## src/rtl/tpc_pkg.sv

```systemverilog
package tpc_pkg;

  // Fixed field widths of the channels
  localparam int unsigned LETTER_W       = 5;
  localparam int unsigned PREFIX_COUNT_W = 20;

  // Defaults for the top-level parameters
  localparam int unsigned NODE_POOL_DEF  = 4096;
  localparam int unsigned ALPHABET_DEF   = 26;
  localparam int unsigned COUNT_BITS_DEF = 20;

  // Item kinds
  localparam logic KIND_INSERT = 1'b0;
  localparam logic KIND_QUERY  = 1'b1;

  // Result status codes
  localparam logic STATUS_DONE      = 1'b0;
  localparam logic STATUS_POOL_FULL = 1'b1;

  typedef enum logic [1:0] {
    ST_CLEAR,
    ST_IDLE,
    ST_EXEC
  } tpc_state_e;

  // Controller to datapath
  typedef struct packed {
    logic clear_step;  // write a zero row at the sweep address
    logic accept;      // capture the input beat and read the cursor row
    logic exec;        // apply the letter, write back, update the cursor
  } tpc_cmd_t;

  // Datapath to controller
  typedef struct packed {
    logic clear_last;  // sweep is at the last row
    logic item_last;   // captured letter ends its word
    logic out_busy;    // result register full and not drained this cycle
  } tpc_status_t;

endpackage

```

## src/rtl/tpc_ctrl.sv

```systemverilog
module tpc_ctrl import tpc_pkg::*; (
  input  logic        clk_i,
  input  logic        rst_ni,
  input  logic        in_valid_i,
  output logic        in_ready_o,
  input  tpc_status_t status_i,
  output tpc_cmd_t    cmd_o
);

  tpc_state_e state_q, state_d;

  always_ff @(posedge clk_i or negedge rst_ni) begin
    if (!rst_ni) begin
      state_q <= ST_CLEAR;
    end else begin
      state_q <= state_d;
    end
  end

  always_comb begin
    state_d = state_q;
    case (state_q)
      ST_CLEAR: begin
        if (status_i.clear_last) state_d = ST_IDLE;
      end
      ST_IDLE: begin
        if (in_valid_i) state_d = ST_EXEC;
      end
      ST_EXEC: begin
        // a word end waits for room in the result register
        if (!status_i.item_last || !status_i.out_busy) state_d = ST_IDLE;
      end
      default: state_d = ST_CLEAR;
    endcase
  end

  always_comb begin
    in_ready_o       = 1'b0;
    cmd_o.clear_step = 1'b0;
    cmd_o.accept     = 1'b0;
    cmd_o.exec       = 1'b0;
    case (state_q)
      ST_CLEAR: begin
        cmd_o.clear_step = 1'b1;
      end
      ST_IDLE: begin
        in_ready_o   = 1'b1;
        cmd_o.accept = in_valid_i;
      end
      ST_EXEC: begin
        cmd_o.exec = !status_i.item_last || !status_i.out_busy;
      end
      default: begin
        in_ready_o = 1'b0;
      end
    endcase
  end

  a_clear_once: assert property (@(posedge clk_i) disable iff (!rst_ni)
    state_q != ST_CLEAR |=> state_q != ST_CLEAR)
    else $error("sweep state re-entered after it finished");

  a_accept_exec: assert property (@(posedge clk_i) disable iff (!rst_ni)
    cmd_o.accept |=> state_q == ST_EXEC)
    else $error("accepted beat not followed by execution");

  a_no_accept_in_clear: assert property (@(posedge clk_i) disable iff (!rst_ni)
    cmd_o.clear_step |-> !cmd_o.accept && !cmd_o.exec)
    else $error("item work during the sweep");

endmodule

```

## config.mk

```make
export PLATFORM = sky130hd
export DESIGN_NAME = tpc_ctrl
export DESIGN_NICKNAME = d
export VERILOG_FILES = /design/src/rtl/tpc_pkg.sv /design/src/rtl/tpc_ctrl.sv
export SDC_FILE = /design/constraint.sdc
export NUM_CORES = 1
export LEC_CHECK = 0
export BUFFER_PORTS_ARGS = -buffer_cell sky130_fd_sc_hd__buf_2
export CORE_AREA = 5 5 42 44
export DETAILED_ROUTE_END_ITERATION = 7
export DIE_AREA = 0 0 47 49
export GPL_ROUTABILITY_DRIVEN = 0
export HOLD_SLACK_MARGIN = 0.02
export PLACE_DENSITY = 0.3
export SLEW_MARGIN = 20
export SYNTH_ARGS = -nofsm -noshare
export SYNTH_HDL_FRONTEND = slang
export SYNTH_SLANG_ARGS = --single-unit
```

## constraint.sdc

```tcl
create_clock -name clk_i -period 1.2 [get_ports clk_i]
set_clock_uncertainty 0.05 [all_clocks]
set_input_delay 0 -clock clk_i [delete_from_list [all_inputs] [get_ports clk_i]]
set_output_delay 0 -clock clk_i [all_outputs]
set_load 0.05 [all_outputs]
```

==> results.sh <==
export IMPL_status="finished, final reports clean"
export IMPL_cap_viol_max_count=0
export IMPL_synthCells=14
export IMPL_ant_nets=0
export IMPL_largest_reg_flops=2
export IMPL_crit_family="buffers and inverters"
export IMPL_yosysSeqAreaShare_pct=40.00
export IMPL_crit_fanout=2
export IMPL_clk_pin_slew_ns=0.03
export IMPL_yosysMostFrequentCell="nor2_1"
export IMPL_synth_top_cell_area_share_pct=40.00
export IMPL_synth_common_cells="nor2_1 (4), dfrtp_1 (2), nand2_1 (2)"
export IMPL_die_y_um=49
export IMPL_die_area_um2=2303
export IMPL_crit_path_end_kind="primary output"
export IMPL_cts_sinks=2
export IMPL_synth_top_area_cell="dfrtp_1"
export IMPL_finalSetupTns_ns=0
export IMPL_path_class="input port to primary output"
export IMPL_num_rows=14
export IMPL_layout_worst_path_cycle_share_pct=96.10
export IMPL_ys_seq_elements=2
export IMPL_critPathLaunchType="input port"
export IMPL_cts_root_buf="clkbuf_4"
export IMPL_tightest_slew_ns=0.2729
export IMPL_synthTopCellsByArea="dfrtp_1 (40%), o32ai_2 (13%), nor2_1 (12%), and2_4 (7.0%), nand2b_2 (7.0%)"
export IMPL_num_antenna_cells=0
export IMPL_cts_buffers=3
export IMPL_synth_area_um2=125.1
export IMPL_async_reset_ff_share_pct=100.0
export IMPL_clock_latency_ns=0.22
export IMPL_largest_register="state_q"
export IMPL_fin_worst_hold_slack_ns=0.03899
export IMPL_path_buf_inv=3
export IMPL_reg2reg_slack_ns=0.25
export IMPL_fmax_mhz=867.2
export IMPL_wl_per_cell_um=8.689
export IMPL_drtIter0Drc=5
export IMPL_grt_usage_pct=4.225
export IMPL_synthFlopType="dfrtp_1"
export IMPL_grt_pass1_vias=161
export IMPL_p_leak_nw=0.1254
export IMPL_start_util_pct=8.929
export IMPL_crit_path_cell_trace="dlygate4sd3_1 > buf_2 > and2_1 > nor2_2 > buf_6"
export IMPL_cts_tree="yes"
export IMPL_peakVddDrop_mv=0.7697
export IMPL_reg_top3="state_q (2)"
export IMPL_period_minus_slack_ns=1.153
export IMPL_coreArea_um2=1401
export IMPL_yosys_warnings=0
export IMPL_hold_viol_final=0
export IMPL_cp_arrival_ns=1.10
export IMPL_synth_edf_count=0
export IMPL_maxSlewHeadroom_pct=81.81
export IMPL_setup_viol=0
export IMPL_grt_max_degree=7
export IMPL_rsz0062_at_grt="no"
export IMPL_htreeDepth=1
export IMPL_overflow=0
export IMPL_cpPeakStageDelay_ns=0.52
export IMPL_clk_path_buf_depth=2
export IMPL_final_fill_count=173
export IMPL_routed_wl_um=391
export IMPL_ys_types=9
export IMPL_drc=0
export IMPL_cts_setup_buffers=0
export IMPL_cp_required_ns=1.15
export IMPL_slew_viol_final=0
export IMPL_viasPerCell=3.489
export IMPL_drive_gt1_share_pct=55.17
export IMPL_die_width_um=47
export IMPL_hold_path_class="input port to async pin"
export IMPL_power_density_nw_per_um2=2830
export IMPL_critPathSlowestCell="dlygate4sd3_1"
export IMPL_area_growth_pct=107.0
export IMPL_pin_count=10
export IMPL_port_buffers=9
export IMPL_nets=37
export IMPL_drt_pass1_iterations=4
export IMPL_post_synth_cell_area_avg_um2=8.937
export IMPL_dp_hpwl_um=295.3
export IMPL_syn_num_nets=20
export IMPL_vias=157
export IMPL_antenna_found_initial=0
export IMPL_grt_pass1_wl_um=593
==> layout make-up <==
class / count / area, µm² / share of cell area, %
timing repair buffer: 12 / 83.83 / 32.37
clock buffer: 3 / 22.52 / 8.696
multi-input combinational: 12 / 82.58 / 31.88
tap: 16 / 20.02 / 7.729
sequential: 2 / 50.05 / 19.32
==> metrics by stage <==
| stage | setup WS (ns) | total power [mW] | area (µm²) | utilization, % | std cells |
|---|---|---|---|---|---|
| after floorplan | 0.01275 | 0.4600 | 127.6 | - | 14 |
| after global placement | 0.1765 | 0.5470 | 192.7 | 13.75 | 39 |
| after detailed placement | 0.1731 | 0.5497 | 192.7 | 13.75 | 39 |
| after CTS | 0.04130 | 0.7455 | 256.5 | 18.30 | 45 |
| after global routing | 0.0005416 | 0.7761 | 259.0 | 18.48 | 45 |
| final | 0.04683 | 0.7330 | 259.0 | 18.48 | 45 |
==> cell families after synthesis <==
logic type	after synthesis	synth area share, %
flip-flops	2	40.00
AND/OR/NAND/NOR	10	42.01
AO/OA/AOI/OAI	2	18.01
==> where the power goes <==
group,leakage (nW),internal (mW),switching [mW]
Clock,0.0138,0.110,0.0387
Combinational,0.0869,0.149,0.282
Sequential,0.0248,0.0977,0.0546
Total,0.125,0.357,0.376
==> routing by layer <==
metal  GRT usage, %  vias up  wire length, µm
met5              0        -                0
met4          8.295        0               19
met3          1.476        2               42
met2          3.846       11              146
met1          4.615       65              182
li1               -       79                -
==> final timing paths <==
path / startpoint / depth (start not counted) / to
worst max-delay path: status_i[0] / 5 / cmd_o[0]
worst min-delay path: rst_ni / 2 / state_q[1]
worst max register to register: state_q[0] / 2 / state_q[0]
worst min register to register: state_q[0] / 2 / state_q[1]
max in group asynchronous: rst_ni / 2 / state_q[0]
min in group clk_i: in_valid_i / 3 / state_q[1]
==> timing repair <==
item                                   CTS  global route
resized for setup                        3             1
hold buffers                             3             0
endpoints found under the hold margin    3             0
setup endpoints to repair                1             1
==> cell usage in the layout (no fill, tap or decap), drive strengths merged <==
cell,count
nand2b,1
nor2,4
clkbuf,4
o32ai,1
o22ai,1
nand2,2
nor2b,1
dfrtp,2
dlygate4sd3,3
and2,2
buf,8
(Power assumes the default switching activity.)
